<file path="config.mk">
export PLATFORM = sky130hd
export DESIGN_NAME = rgb_led_color_register_bank_top
export DESIGN_NICKNAME = d
export VERILOG_FILES = /design/src/design/rgbled_pkg.sv /design/src/design/rgbled_front.sv /design/src/design/rgbled_queue.sv /design/src/design/rgbled_back.sv /design/src/design/rgb_led_color_register_bank_top.sv
export VERILOG_INCLUDE_DIRS = /design/src /design/src/design
export SDC_FILE = /design/constraint.sdc
export NUM_CORES = 1
export LEC_CHECK = 0
export ABC_AREA = 1
export BUFFER_PORTS_ARGS = -buffer_cell sky130_fd_sc_hd__buf_2
export CAP_MARGIN = 20
export CORE_MARGIN = 3
export CORE_UTILIZATION = 25
export CTS_BUF_LIST = sky130_fd_sc_hd__clkbuf_8
export CTS_CLUSTER_SIZE = 12
export DETAILED_ROUTE_END_ITERATION = 10
export GPL_TIMING_DRIVEN = 1
export PLACE_DENSITY = 0.49
export RECOVER_POWER = 50
export SYNTH_ARGS = -nofsm -noshare
export SYNTH_HDL_FRONTEND = slang
export SYNTH_HIERARCHICAL = 1
export SYNTH_SLANG_ARGS = --single-unit
</file>
<file path="constraint.sdc">
create_clock -name i_clk -period 21.9 [get_ports i_clk]
set_clock_uncertainty 0.2 [all_clocks]
set_input_delay 1.095 -clock i_clk [delete_from_list [all_inputs] [get_ports i_clk]]
set_output_delay 1.095 -clock i_clk [all_outputs]
set_load 0.005 [all_outputs]
</file>
<file path="src/design/rgb_led_color_register_bank_top_assert.svh">
// Assertion macros for the LED color register bank.
`ifndef RGB_LED_COLOR_REGISTER_BANK_TOP_ASSERT_SVH
`define RGB_LED_COLOR_REGISTER_BANK_TOP_ASSERT_SVH

`ifndef SYNTHESIS
`define RGBLED_ASSERT_IMP(label, clk, rst_n, ante, cons) \
    label: assert property (@(posedge clk) disable iff (!rst_n) (ante) |-> (cons)) \
        else $error("rgbled assertion failed");
`define RGBLED_ASSERT_NEXT(label, clk, rst_n, ante, cons) \
    label: assert property (@(posedge clk) disable iff (!rst_n) (ante) |=> (cons)) \
        else $error("rgbled assertion failed");
`else
`define RGBLED_ASSERT_IMP(label, clk, rst_n, ante, cons)
`define RGBLED_ASSERT_NEXT(label, clk, rst_n, ante, cons)
`endif

`endif

</file>
<file path="src/design/rgbled_pkg.sv">
package rgbled_pkg;

    localparam int LED_SLOTS_DEF = 16;
    localparam int CNT_W         = 5;
    localparam int IDX_W         = 4;
    localparam int POS_W         = 3;
    localparam int BANK_LEDS     = 8;

    localparam logic [CNT_W-1:0] LED_COUNT_RST = 5'd16;

    localparam logic [1:0] KIND_STATUS = 2'd0;
    localparam logic [1:0] KIND_ONE    = 2'd1;
    localparam logic [1:0] KIND_BANK   = 2'd2;

    localparam logic [2:0] CHAN_RED   = 3'd0;
    localparam logic [2:0] CHAN_GREEN = 3'd1;
    localparam logic [2:0] CHAN_BLUE  = 3'd2;

    typedef struct packed {
        logic [7:0] red;
        logic [7:0] green;
        logic [7:0] blue;
    } t_rgb;

    typedef struct packed {
        logic [1:0]                 kind;
        logic [3:0]                 prio;
        logic [IDX_W-1:0]           first;
        logic [IDX_W-1:0]           last;
        logic [2:0]                 chan;
        logic [BANK_LEDS-1:0][7:0]  data;
    } t_cmd;

endpackage

</file>
<file path="src/design/rgbled_front.sv">
module rgbled_front #(
    parameter int LED_SLOTS = rgbled_pkg::LED_SLOTS_DEF
) (
    input  logic                        i_start,
    input  logic                        i_full,
    input  logic [rgbled_pkg::CNT_W-1:0] i_led_count,
    input  logic [1:0]                  i_kind,
    input  logic [3:0]                  i_priority_req,
    input  logic [7:0]                  i_target,
    input  logic [3:0]                  i_data_length,
    input  logic [rgbled_pkg::BANK_LEDS-1:0][7:0] i_data,
    output logic                        o_push,
    output rgbled_pkg::t_cmd            o_cmd
);
    import rgbled_pkg::*;

    localparam logic [CNT_W-1:0] SLOTS = CNT_W'(LED_SLOTS);

    logic [CNT_W-1:0] cnt;
    logic [CNT_W-1:0] base;
    logic [CNT_W-1:0] top_full;
    logic [CNT_W-1:0] top;
    logic [CNT_W-1:0] num;
    logic             idx_ok;
    logic             bank_ok;
    logic             ok;

    always_comb begin
        cnt      = (i_led_count > SLOTS) ? SLOTS : i_led_count;
        idx_ok   = i_target < {3'b000, cnt};
        base     = i_target[0] ? CNT_W'(BANK_LEDS) : '0;
        top_full = base + CNT_W'(BANK_LEDS - 1);
        top      = (top_full >= cnt) ? cnt - 1'b1 : top_full;
        num      = top - base + 1'b1;
        bank_ok  = (base < cnt) && ({1'b0, i_data_length} >= num)
                   && (i_target[3:1] <= CHAN_BLUE);

        o_cmd.kind = i_kind;
        o_cmd.prio = (i_kind == KIND_STATUS) ? i_priority_req : 4'd0;
        o_cmd.chan = i_target[3:1];
        o_cmd.data = i_data;
        ok         = 1'b0;
        unique case (i_kind)
            KIND_STATUS: begin
                ok          = idx_ok;
                o_cmd.first = i_target[IDX_W-1:0];
                o_cmd.last  = i_target[IDX_W-1:0];
            end
            KIND_ONE: begin
                ok          = idx_ok && (i_data_length >= 4'd3);
                o_cmd.first = i_target[IDX_W-1:0];
                o_cmd.last  = i_target[IDX_W-1:0];
            end
            KIND_BANK: begin
                ok          = bank_ok;
                o_cmd.first = base[IDX_W-1:0];
                o_cmd.last  = top[IDX_W-1:0];
            end
            default: begin
                ok          = 1'b0;
                o_cmd.first = '0;
                o_cmd.last  = '0;
            end
        endcase
        o_push = i_start && !i_full && ok;
    end

endmodule

</file>
<file path="src/design/rgbled_queue.sv">
module rgbled_queue (
    input  logic             i_clk,
    input  logic             i_rst_n,
    input  logic             i_push,
    input  rgbled_pkg::t_cmd i_cmd,
    input  logic             i_pop,
    output logic             o_full,
    output logic             o_empty,
    output rgbled_pkg::t_cmd o_head
);
    import rgbled_pkg::*;

    t_cmd       r_slot [2];
    logic       r_wr;
    logic       r_rd;
    logic [1:0] r_cnt;
    logic [1:0] n_cnt;

    assign o_full  = r_cnt == 2'd2;
    assign o_empty = r_cnt == 2'd0;
    assign o_head  = r_slot[r_rd];

    always_comb begin
        n_cnt = r_cnt + {1'b0, i_push} - {1'b0, i_pop};
    end

    always_ff @(posedge i_clk) begin
        if (!i_rst_n) begin
            r_wr  <= 1'b0;
            r_rd  <= 1'b0;
            r_cnt <= 2'd0;
        end else begin
            if (i_push) r_wr <= !r_wr;
            if (i_pop)  r_rd <= !r_rd;
            r_cnt <= n_cnt;
        end
    end

    always_ff @(posedge i_clk) begin
        if (i_push) r_slot[r_wr] <= i_cmd;
    end

endmodule

</file>
<file path="src/design/rgbled_back.sv">
module rgbled_back #(
    parameter int LED_SLOTS = rgbled_pkg::LED_SLOTS_DEF
) (
    input  logic             i_clk,
    input  logic             i_rst_n,
    input  logic             i_empty,
    input  rgbled_pkg::t_cmd i_head,
    output logic             o_pop,
    output logic             o_valid,
    output logic             o_result_kind,
    output logic [3:0]       o_echo_priority,
    output logic [3:0]       o_led_index,
    output logic [7:0]       o_red,
    output logic [7:0]       o_green,
    output logic [7:0]       o_blue,
    output logic             o_last
);
    import rgbled_pkg::*;

    localparam int SW = (LED_SLOTS > 1) ? $clog2(LED_SLOTS) : 1;

    t_rgb             r_store [LED_SLOTS];
    logic [POS_W-1:0] r_pos;
    logic [IDX_W-1:0] idx;
    logic [SW-1:0]    sidx;
    logic             is_last;
    logic [7:0]       val;
    t_rgb             old_c;
    t_rgb             new_c;
    logic             wr;

    always_comb begin
        idx     = i_head.first + IDX_W'(r_pos);
        sidx    = idx[SW-1:0];
        is_last = idx == i_head.last;
        val     = i_head.data[r_pos];
        old_c   = r_store[sidx];
        new_c   = old_c;
        wr      = 1'b0;
        case (i_head.kind)
            KIND_ONE: begin
                wr          = 1'b1;
                new_c.red   = i_head.data[0];
                new_c.green = i_head.data[1];
                new_c.blue  = i_head.data[2];
            end
            KIND_BANK: begin
                wr = 1'b1;
                if (i_head.chan == CHAN_RED) begin
                    new_c.red = val;
                end else if (i_head.chan == CHAN_GREEN) begin
                    new_c.green = val;
                end else begin
                    new_c.blue = val;
                end
            end
            default: begin
                wr = 1'b0;
            end
        endcase
        o_pop = !i_empty && is_last;
    end

    always_ff @(posedge i_clk) begin
        if (!i_rst_n) begin
            r_pos   <= '0;
            o_valid <= 1'b0;
            for (int i = 0; i < LED_SLOTS; i++) begin
                r_store[i] <= '0;
            end
        end else begin
            o_valid <= !i_empty;
            if (!i_empty) begin
                r_pos <= is_last ? '0 : r_pos + 1'b1;
                if (wr) r_store[sidx] <= new_c;
            end
        end
    end

    always_ff @(posedge i_clk) begin
        if (!i_empty) begin
            o_result_kind   <= i_head.kind != KIND_STATUS;
            o_echo_priority <= i_head.prio;
            o_led_index     <= idx;
            o_red           <= new_c.red;
            o_green         <= new_c.green;
            o_blue          <= new_c.blue;
            o_last          <= is_last;
        end
    end

endmodule

</file>
<file path="src/design/rgb_led_color_register_bank_top.sv">
// Color store for up to LED_SLOTS RGB LEDs. A command is taken when start is
// high and busy is low; it is checked on entry and parked in a two-word queue,
// and busy is high only while that queue is full. The executing side retires
// one result per clock: a status request or a single-LED write gives one word,
// a bank write gives one word per LED of the clipped bank.
// When the queue is empty, a taken command is written into a queue slot and its
// first word is then registered into the output registers. Each word is on
// the outputs for exactly one cycle while o_valid is high; the words of one
// command come on consecutive cycles and the final one carries o_last. The
// receiver cannot stall the output. Commands that fail their checks produce
// nothing. The color store is cleared by reset; the user must write led_count
// through the cfg channel while idle, which the block itself does not enforce.
`include "rgb_led_color_register_bank_top_assert.svh"

module rgb_led_color_register_bank_top #(
    parameter int LED_SLOTS = rgbled_pkg::LED_SLOTS_DEF
) (
    input  logic        i_clk,
    input  logic        i_rst_n,
    input  logic        start,
    output logic        busy,
    input  logic [1:0]  i_kind,
    input  logic [3:0]  i_priority_req,
    input  logic [7:0]  i_target,
    input  logic [3:0]  i_data_length,
    input  logic [7:0]  i_byte0,
    input  logic [7:0]  i_byte1,
    input  logic [7:0]  i_byte2,
    input  logic [7:0]  i_byte3,
    input  logic [7:0]  i_byte4,
    input  logic [7:0]  i_byte5,
    input  logic [7:0]  i_byte6,
    input  logic [7:0]  i_byte7,
    input  logic        i_cfg_valid,
    output logic        o_cfg_ready,
    input  logic [rgbled_pkg::CNT_W-1:0] i_cfg_data,
    output logic        o_valid,
    output logic        o_result_kind,
    output logic [3:0]  o_echo_priority,
    output logic [3:0]  o_led_index,
    output logic [7:0]  o_red,
    output logic [7:0]  o_green,
    output logic [7:0]  o_blue,
    output logic        o_last
);
    import rgbled_pkg::*;

    logic [CNT_W-1:0]          r_led_count;
    logic [BANK_LEDS-1:0][7:0] data;
    logic                      push;
    logic                      pop;
    logic                      full;
    logic                      empty;
    t_cmd                      cmd;
    t_cmd                      head;

    assign o_cfg_ready = 1'b1;
    assign busy        = full;
    assign data        = {i_byte7, i_byte6, i_byte5, i_byte4,
                          i_byte3, i_byte2, i_byte1, i_byte0};

    always_ff @(posedge i_clk) begin
        if (!i_rst_n) begin
            r_led_count <= LED_COUNT_RST;
        end else if (i_cfg_valid && o_cfg_ready) begin
            r_led_count <= i_cfg_data;
        end
    end

    rgbled_front #(.LED_SLOTS(LED_SLOTS)) u_front (
        .i_start        (start),
        .i_full         (full),
        .i_led_count    (r_led_count),
        .i_kind         (i_kind),
        .i_priority_req (i_priority_req),
        .i_target       (i_target),
        .i_data_length  (i_data_length),
        .i_data         (data),
        .o_push         (push),
        .o_cmd          (cmd)
    );

    rgbled_queue u_queue (
        .i_clk   (i_clk),
        .i_rst_n (i_rst_n),
        .i_push  (push),
        .i_cmd   (cmd),
        .i_pop   (pop),
        .o_full  (full),
        .o_empty (empty),
        .o_head  (head)
    );

    rgbled_back #(.LED_SLOTS(LED_SLOTS)) u_back (
        .i_clk           (i_clk),
        .i_rst_n         (i_rst_n),
        .i_empty         (empty),
        .i_head          (head),
        .o_pop           (pop),
        .o_valid         (o_valid),
        .o_result_kind   (o_result_kind),
        .o_echo_priority (o_echo_priority),
        .o_led_index     (o_led_index),
        .o_red           (o_red),
        .o_green         (o_green),
        .o_blue          (o_blue),
        .o_last          (o_last)
    );

    `RGBLED_ASSERT_IMP(a_status_single, i_clk, i_rst_n, o_valid && !o_result_kind, o_last)
    `RGBLED_ASSERT_IMP(a_prio_status, i_clk, i_rst_n, o_valid && o_result_kind, o_echo_priority == 4'd0)
    `RGBLED_ASSERT_NEXT(a_run_no_gap, i_clk, i_rst_n, o_valid && !o_last, o_valid)
    `RGBLED_ASSERT_NEXT(a_run_step, i_clk, i_rst_n, o_valid && !o_last, o_led_index == $past(o_led_index) + 4'd1)

endmodule
</file>
==> results of run 1 <==
## registers in the layout, indices dropped and copies added, names as in the netlist, 2 cells and up, named ones only
name / count
u_back/o_echo_priority: 4
u_back/r_pos: 3
u_back/o_red: 8
u_back/o_blue: 8
u_queue/r_cnt: 2
u_back/o_led_index: 4
u_queue/r_slot: 162
u_back/o_green: 8
r_led_count: 5
u_back/r_store: 384
## worst min-delay path, stage by stage, from the launching register on
cell and delay (ps):
dfxtp_1 320, nor2_1 90, nor2_1 50
## kinds of logic after synthesis
logic type                 after synthesis  synth area share
other                                    1          0.000131
muxes                                   81            0.0425
xor gates and xnor gates                 6           0.00250
buffers and inverters                  327            0.0699
DFF                                    594             0.620
adders and majority gates               26            0.0117
and+or+nand+nor                       1213             0.177
AOI/OAI and AO/OA                      361            0.0765
## worst min path at each step
stage | start | end | slack, ps | cells after the start
after detailed placement | r_led_count[1] | r_led_count[1] | 290 | 2
after CTS | i_byte5[5] | u_queue/r_slot[1][45] | 290 | 1
after floorplan | r_led_count[1] | r_led_count[1] | 260 | 2
after global routing | i_byte7[1] | u_queue/r_slot[0][57] | 300 | 1
final | r_led_count[1] | r_led_count[1] | 300 | 2
after global placement | u_queue/r_rd | u_queue/r_rd | 280 | 2
## cell type report
cell class                 instances  area (um2)  area share
antenna                            3        7.51    0.000238
clock inverter                    73         397      0.0126
timing repair buffer             173         860      0.0273
inverter                          96         364      0.0115
sequential                       594       17700       0.561
tap                             1500        1880      0.0595
clock buffer                     112        1540      0.0489
multi-input combinational       1688        8780       0.279
## synthesized netlist by cell type, types with 3 or more instances
master	n
a21oi_1	203
a21oi_2	73
buf_12	8
buf_2	63
buf_4	104
buf_6	22
clkbuf_1	32
dfxtp_1	14
edfxtp_1	580
ha_1	25
inv_1	81
inv_2	12
mux2_4	80
nand2_1	389
nand2_2	12
nand3_1	147
nand3_2	13
nor2_1	599
nor2_2	20
nor2_4	8
nor3_1	11
o211ai_1	7
o21ai_0	31
o21ai_1	14
o21bai_1	3
o22a_1	11
o22ai_1	16
or2_2	4
xor2_1	3
## per-stage QoR
stage,cell area [um2],util
floorplan,28600,-
global placement,29800,0.263
detailed placement,29900,0.265
CTS,31900,0.282
global route,31500,0.279
finish,31500,0.279
## cells in the final DEF, fill, tap and decap left out, types with 10 or more instances in the layout
cell,netlist,final
nor2_1,599,604
edfxtp_1,580,580
nand2_1,389,388
a21oi_1,203,204
nand3_1,147,149
clkbuf_8,0,112
inv_1,81,110
clkbuf_1,32,98
mux2_4,80,75
a21oi_2,73,72
buf_2,63,54
o21ai_0,31,33
clkinv_1,1,27
ha_1,25,24
o22ai_1,16,16
buf_4,104,16
nor2_2,20,15
dfxtp_1,14,14
nand3_2,13,13
o21ai_1,14,12
nand2_2,12,11
inv_2,12,11
nor3_1,11,11
o22a_1,11,11
clkinv_2,0,10
## report_power, final
part | switching, uW | internal (uW) | total [uW]
clock network | 467 | 505 | 972
logic | 170 | 54.8 | 225
registers | 9.95 | 1280 | 1290
total | 648 | 1840 | 2490
## per-layer routing
layer	share of wire	GRT usage	wire length, um	up-vias
met2	0.46	0.241	41700	749
met5	0.00038	0	34	-
met4	0.022	0.0397	1960	6
met1	0.44	0.204	39300	9752
met3	0.078	0.0310	6980	129
li1	-	-	-	8980
==> flow_summary.yaml, run 1 <==
floorplan:
  die_w_um: 344
  std_cell_rows: 123
  die_y_um: 344
  dieArea_mm2: 0.118
  initial_core_util: 0.253
  ios: 128
  coreArea_mm2: 0.113
sta:
  fin_ws_ps: 9820
  finalHoldViolCount: 0
  fin_setup_tns_ps: 0
  final.period_utilization: 0.552
  rsz0062_at_grt: "false"
  max_slew.worst_pin.slew_ps: 4060
  relSlewSlack: -1.71
  max_freq_ghz: 0.0828
  slew_violations: 697
  setup_viol: 0
  hold_ws_ps: 299
  fin_crit_ps: 12080
power_and_ir_drop:
  power.density_mw_per_mm2: 78.9
  power_uw: 2490
  p_leak_uw: 0.0117
  peakVddDrop_uv: 45.3
synth:
  yosysWarnings: 6
  synthCells: 2609
  ys_ff_latch: 594
  syn_nets: 2726
  synthDistinctLibCells: 48
  synthFlopType: "edfxtp_1"
  synth_edf_count: 580
  synth_top_area_cell: "edfxtp_1"
  seq_area_frac_synth: 0.620
  synthTopCellsByArea: "edfxtp_1 (61%), nor2_1 (7.9%), nand2_1 (5.1%)"
  synth_top_area_share: 0.610
  synthesis.area_mm2: 0.0286
  async_flop_share: 0
  postSynthAreaPerCell_um2: 10.9
drt:
  via_per_inst: 4.63
  ant_nets: 0
  drt-pass1-iter-count: 5
  drc: 0
  finalWirelength_mm: 89.9
  via_count: 19600
  wl_per_cell_um: 21.2
  drt_iter0_drc: 1843
clocking:
  htreeDepth: 3
  numCtsBuffers: 103
  hold_buffers: 0
  cts_setup_buffers: 0
  cts_resized: 0
  clk_transition_reported_paths_ps: 60
  cts_sinks: 594
  clockRootBuffer: "clkbuf_8"
  cts_tree: "done"
  insertion_delay_ps: 740
  clockBufferDepth: 3
status:
  violations: "max-capacitance violations, max-slew violations"
  status: "complete, but fails checks"
worst_setup_path:
  worstPathArrival_ps: 12200
  crit_buf_inv: 4
  critical_path.max_stage_delay_ps: 2620
  cp.depth: 10
  r2r_cells: 10
  setup.worst_path.class: "reg2reg"
  cp_top_family: "buffers and inverters"
  path_common_cell: "clkbuf_1"
  path_max_fanout: 45
  path_cells: "clkbuf_1, mux2_1, ha_1, xnor2_1, clkinvlp_2, nor2_1, nand2_1, clkbuf_1, nand2_1, clkbuf_1"
  cp_slowest_cell: "clkbuf_1"
  crit_end: "u_back/r_store[3][8]"
  worst_setup_path_start_kind: "flip-flop"
  rrSetupSlack_ps: 9820
  crit_path_end_kind: "flip-flop"
  r2r_end: "u_back/r_store[3][8]"
  worstPathRequired_ps: 22020
global_route:
  grtUsageTotal: 0.150
  grt_pass1_wl_mm: 131
  grt_start_max_net_pins: 69
  grt_overflow: 0
  antenna_found_initial: 8
  grt_pass1_vias: 19200
min_path:
  hold_path.class: "reg2reg"
place:
  gp_congestion: 0.800
  portBuffers: 126
  dpl.hpwl_mm: 53.8
  post-place-ws_ps: 15390
  place_inst: 4050
final_layout:
  nFillCells: 12000
  area_delta_synth_final_pct: 10.4
  layoutNonFillerInstCount: 4239
  fin_nets: 2773
  drive_gt1_frac: 0.155
job:
  cap_violations: 25
(Power assumes the default switching activity.)
==> inputs of run 2 (changes only) <==
Settings changed: ABC_AREA 1 to 0.
Clock period 21.9 ns to 12.5 ns, I/O delays scaled along.
==> flow_summary.yaml, run 2 <==
status:
  status: "complete, but fails checks"
  violations: "max-capacitance violations, max-slew violations"
power_and_ir_drop:
  power.density_mw_per_mm2: 132
  peakVddDrop_uv: 79.5
  p_leak_uw: 0.0110
sta:
  rsz0062_at_grt: "false"
  relSlewSlack: -1.03
  max_freq_ghz: 0.115
  fin_setup_tns_ps: 0
  slew_violations: 467
  fin_ws_ps: 3820
  fin_crit_ps: 8680
  max_slew.worst_pin.slew_ps: 3050
  finalHoldViolCount: 0
  final.period_utilization: 0.695
  setup_viol: 0
drt:
  drt-pass1-iter-count: 6
  drc: 0
  via_count: 17000
  wl_per_cell_um: 22.5
  finalWirelength_mm: 81.3
  drt_iter0_drc: 1410
  ant_nets: 0
  via_per_inst: 4.70
clocking:
  cts_tree: "done"
  cts_resized: 0
  numCtsBuffers: 101
  insertion_delay_ps: 710
  clockBufferDepth: 3
  htreeDepth: 3
  cts_setup_buffers: 0
  clk_transition_reported_paths_ps: 60
  cts_sinks: 594
  clockRootBuffer: "clkbuf_8"
final_layout:
  top_register: "u_back/r_store"
  layout_common_cells: "edfxtp_1 (580), nor2_1 (217), nand2_1 (152)"
  largest_reg_flops: 384
  fin_nets: 2165
  drive_gt1_frac: 0.197
  reg_top3: "u_back/r_store (384), u_queue/r_slot (162)"
  final_area_mm2: 0.0318
  nFillCells: 11400
  final_common_cell: "edfxtp_1"
  area_delta_synth_final_pct: 13.8
  register_area_mm2: 0.0177
  multi_input_area_mm2: 0.00849
worst_setup_path:
  path_max_fanout: 43
  worstPathArrival_ps: 8870
  r2r_cells: 8
  r2r_end: "u_back/o_red[6]"
  setup.worst_path.class: "reg2reg"
  worstPathRequired_ps: 12690
  worst_setup_path_start_kind: "flip-flop"
  crit_end: "u_back/o_red[6]"
  rrSetupSlack_ps: 3820
  crit_path_end_kind: "flip-flop"
synth:
  synth_edf_count: 580
  synth.most_common_cell: "edfxtp_1"
  ys_ff_latch: 594
  synthCells: 1902
  syn_nets: 2019
  async_flop_share: 0
  postSynthAreaPerCell_um2: 14.7
  synth_top_area_cell: "edfxtp_1"
  yosysWarnings: 6
  synthFlopType: "edfxtp_1"
  synthesis.area_mm2: 0.0280
  seq_area_frac_synth: 0.633
  synthTopCellsByArea: "edfxtp_1 (62%), mux4_2 (6.5%), mux2_4 (4.3%)"
  synth_top_area_share: 0.623
  ys_top_cells_by_count: "edfxtp_1 (580), nor2_1 (217), nand2_1 (152)"
  synthDistinctLibCells: 75
place:
  dpl_cell_area_mm2: 0.0296
  gp_congestion: 0.922
  post-place-ws_ps: 6570
  portBuffers: 126
  dpl.hpwl_mm: 53.6
floorplan:
  ios: 128
  dieArea_mm2: 0.116
  die_y_um: 340
  die_w_um: 340
  initial_core_util: 0.252
  std_cell_rows: 122
  coreArea_mm2: 0.111
global_route:
  grt_start_max_net_pins: 73
  grtUsageTotal: 0.138
  grt_overflow: 0
  grt_pass1_vias: 17600
  antenna_found_initial: 2
  grt_pass1_wl_mm: 119
min_path:
  hold_path.class: "in2reg"
  min-delay-start: "i_cfg_valid"
job:
  cap_violations: 15
==> run 2: worst min-delay path by stage <==
stage / to / cells past startpoint
3_5_place_dp: u_back/o_echo_priority[2] / 1
3_3_place_gp: u_back/o_echo_priority[0] / 1
6_report: r_led_count[4] / 3
4_1_cts: u_queue/r_slot[1][76] / 2
2_1_floorplan: u_back/o_echo_priority[0] / 1
5_1_grt: r_led_count[4] / 3
==> run 2: repair_timing <==
item | in CTS | in global routing
hold buffers | 73 | 0
endpoints found under the hold margin | 141 | 0
endpoints found under the setup margin | 0 | 0
==> run 2: logic make-up after synthesis <==
family                   Yosys count  share of synthesized area
AO/OA/AOI/OAI                    295                     0.0727
XOR/XNOR                          11                    0.00421
adder cells (fa/ha/maj)           26                     0.0119
buffers and inverters            268                     0.0618
flip-flops                       594                      0.633
multiplexers                     217                      0.140
other                              1                   0.000134
AND/OR/NAND/NOR                  490                     0.0769
==> run 2: stage by stage <==
stage	utilization	cells	hold slack, ps	power [uW]
after floorplan	-	1902	327	2500
after global placement	0.265	3339	342	2610
after detailed placement	0.267	3353	344	2620
after CTS	0.290	3601	3.59	4250
after global routing	0.287	3611	31.2	4370
final	0.287	3612	76.0	4190
==> run 2: per-layer routing <==
metal / share of wire / GRT usage
met1: 0.41 / 0.178
met5: 0 / 0
met4: 0.027 / 0.0371
met2: 0.48 / 0.228
met3: 0.084 / 0.0362
==> run 2: area by class of cell <==
| type | instances | share of cell area |
|---|---|---|
| Multi-Input combinational cell | 1040 | 0.267 |
| Clock inverter | 70 | 0.0115 |
| Antenna cell | 4 | 0.000314 |
| Inverter | 40 | 0.00472 |
| Tap cell | 1488 | 0.0585 |
| Clock buffer | 105 | 0.0454 |
| Timing Repair Buffer | 271 | 0.0570 |
| Sequential cell | 594 | 0.556 |
==> run 2: power breakdown <==
part | switching, uW | internal (uW)
clock network | 788 | 817
registers | 16.4 | 2240
logic | 212 | 122
==> run 2: worst max-delay path, cell delays in order (launching register included) <==
cell and delay [ps]:
dfxtp_1 1850, mux2_4 360, ha_1 240, fa_1 1430
clkbuf_1 2140, mux4_2 550, a31oi_1 870, clkbuf_1 540
nand2_1 150
==> inputs of run 3 (changes only) <==
Clock period 12.5 ns to 8.1 ns, I/O delays scaled along.
==> flow_summary.yaml, run 3 (same netlist as run 2, synthesis figures left out) <==
final_layout:
  largest_reg_flops: 384
  final_common_cell: "edfxtp_1"
  drive_gt1_frac: 0.199
  area_delta_synth_final_pct: 14.5
  nFillCells: 11300
  layoutNonFillerInstCount: 3614
  final_area_mm2: 0.0320
  multi_input_area_mm2: 0.00850
  layout_common_cells: "edfxtp_1 (580), nor2_1 (217), nand2_1 (152)"
  register_area_mm2: 0.0177
  fin_nets: 2173
  reg_top3: "u_back/r_store (384), u_queue/r_slot (162)"
  top_register: "u_back/r_store"
clocking:
  clk_transition_reported_paths_ps: 60
  numCtsBuffers: 102
  htreeDepth: 3
  cts_tree: "done"
  hold_buffers: 84
  insertion_delay_ps: 730
  clockBufferDepth: 3
  cts_resized: 0
  cts_setup_buffers: 0
  clockRootBuffer: "clkbuf_8"
  cts_sinks: 594
floorplan:
  ios: 128
  die_y_um: 340
  die_w_um: 340
  coreArea_mm2: 0.111
  std_cell_rows: 122
  dieArea_mm2: 0.116
  initial_core_util: 0.252
global_route:
  antenna_found_initial: 2
  grtUsageTotal: 0.139
  grt_overflow: 0
  grt_pass1_vias: 17400
  grt_start_max_net_pins: 57
  grt_pass1_wl_mm: 119
worst_setup_path:
  worstPathArrival_ps: 6950
  crit_path_end_kind: "flip-flop"
  r2r_end: "u_back/r_store[3][2]"
  worstPathRequired_ps: 8360
  worst_setup_path_start_kind: "flip-flop"
  setup.worst_path.class: "reg2reg"
  rrSetupSlack_ps: 1420
  crit_end: "u_back/r_store[3][2]"
  r2r_cells: 10
  path_max_fanout: 48
place:
  dpl_cell_area_mm2: 0.0296
  place_inst: 3355
  portBuffers: 126
  gp_congestion: 0.876
  dpl.hpwl_mm: 54.3
sta:
  final.period_utilization: 0.825
  finalHoldViolCount: 0
  fin_crit_ps: 6680
  max_slew.worst_pin.slew_ps: 3130
  setup_viol: 0
  max_freq_ghz: 0.150
  fin_setup_tns_ps: 0
  slew_violations: 181
  rsz0062_at_grt: "false"
  relSlewSlack: -1.09
min_path:
  hold_path.class: "in2reg"
power_and_ir_drop:
  power.density_mw_per_mm2: 204
  p_leak_uw: 0.0110
  peakVddDrop_uv: 111
drt:
  via_count: 17000
  wl_per_cell_um: 22.8
  ant_nets: 0
  drt-pass1-iter-count: 6
  via_per_inst: 4.69
  drc: 0
  drt_iter0_drc: 1795
  finalWirelength_mm: 82.5
status:
  status: "complete, but fails checks"
  violations: "max-capacitance violations, max-slew violations"
job:
  cap_violations: 7
-- run 3: changes by cell type in the layout (fill, tap and decap cells not counted), sizes merged --
cell | before | now
clkbuf | 224 | 216
dlygate4sd3 | 73 | 84
bufinv | 2 | 3
inv | 72 | 81
diode | 4 | 1
buf | 79 | 83
clkinv | 35 | 23
-- run 3: critical path, cell delays in order (launching register included) --
cell      delay [ps]
dfxtp_4          910
mux2_4           370
ha_4             170
fa_1             450
xnor2_4          160
buf_4            220
inv_2            270
clkbuf_1        1560
or3_1           1030
nand2_1          660
buf_16           360
-- run 3: metal layers --
metal | vias to the layer above | routed length (um) | track usage
li1 | 7470 | - | -
met1 | 8606 | 33900 | 0.183
met2 | 747 | 39900 | 0.226
met3 | 135 | 6430 | 0.0337
met4 | 0 | 2240 | 0.0416
met5 | - | 0 | 0
-- run 3: worst min-delay path by stage --
stage | start | to | slack, ps | depth (start not counted)
floorplan | i_rst_n | r_led_count[4] | 270 | 1
global placement | u_queue/r_slot[0][78] | u_back/o_echo_priority[3] | 350 | 1
detailed placement | u_queue/r_slot[0][78] | u_back/o_echo_priority[3] | 350 | 1
CTS | i_rst_n | u_queue/r_wr | 10 | 3
global route | i_rst_n | r_led_count[0] | 50 | 3
finish | i_rst_n | r_led_count[0] | 70 | 3
-- run 3: area by class of cell --
| class | count | area share |
|---|---|---|
| clock inverter | 68 | 0.0125 |
| tap | 1488 | 0.0581 |
| multi-input combinational | 1040 | 0.265 |
| sequential | 594 | 0.553 |
| timing repair buffer | 278 | 0.0613 |
| inverter | 40 | 0.00469 |
| clock buffer | 105 | 0.0451 |
| antenna | 1 | 0.0000781 |
-- run 3: through the flow --
step | util | total power (uW) | hold slack [ps] | worst slack (ps)
floorplan | - | 3860 | 267 | 448
global placement | 0.265 | 4020 | 349 | 2170
detailed placement | 0.267 | 4040 | 346 | 2460
CTS | 0.292 | 6640 | 13.4 | 2440
global route | 0.289 | 6790 | 46.4 | 1120
finish | 0.289 | 6530 | 68.2 | 1420
-- run 3: power by group --
part / switching [uW] / leakage, uW / internal (uW)
Sequential: 28.9 / 0.00585 / 3450
Clock: 1240 / 0.00108 / 1300
Combinational: 323 / 0.00411 / 191
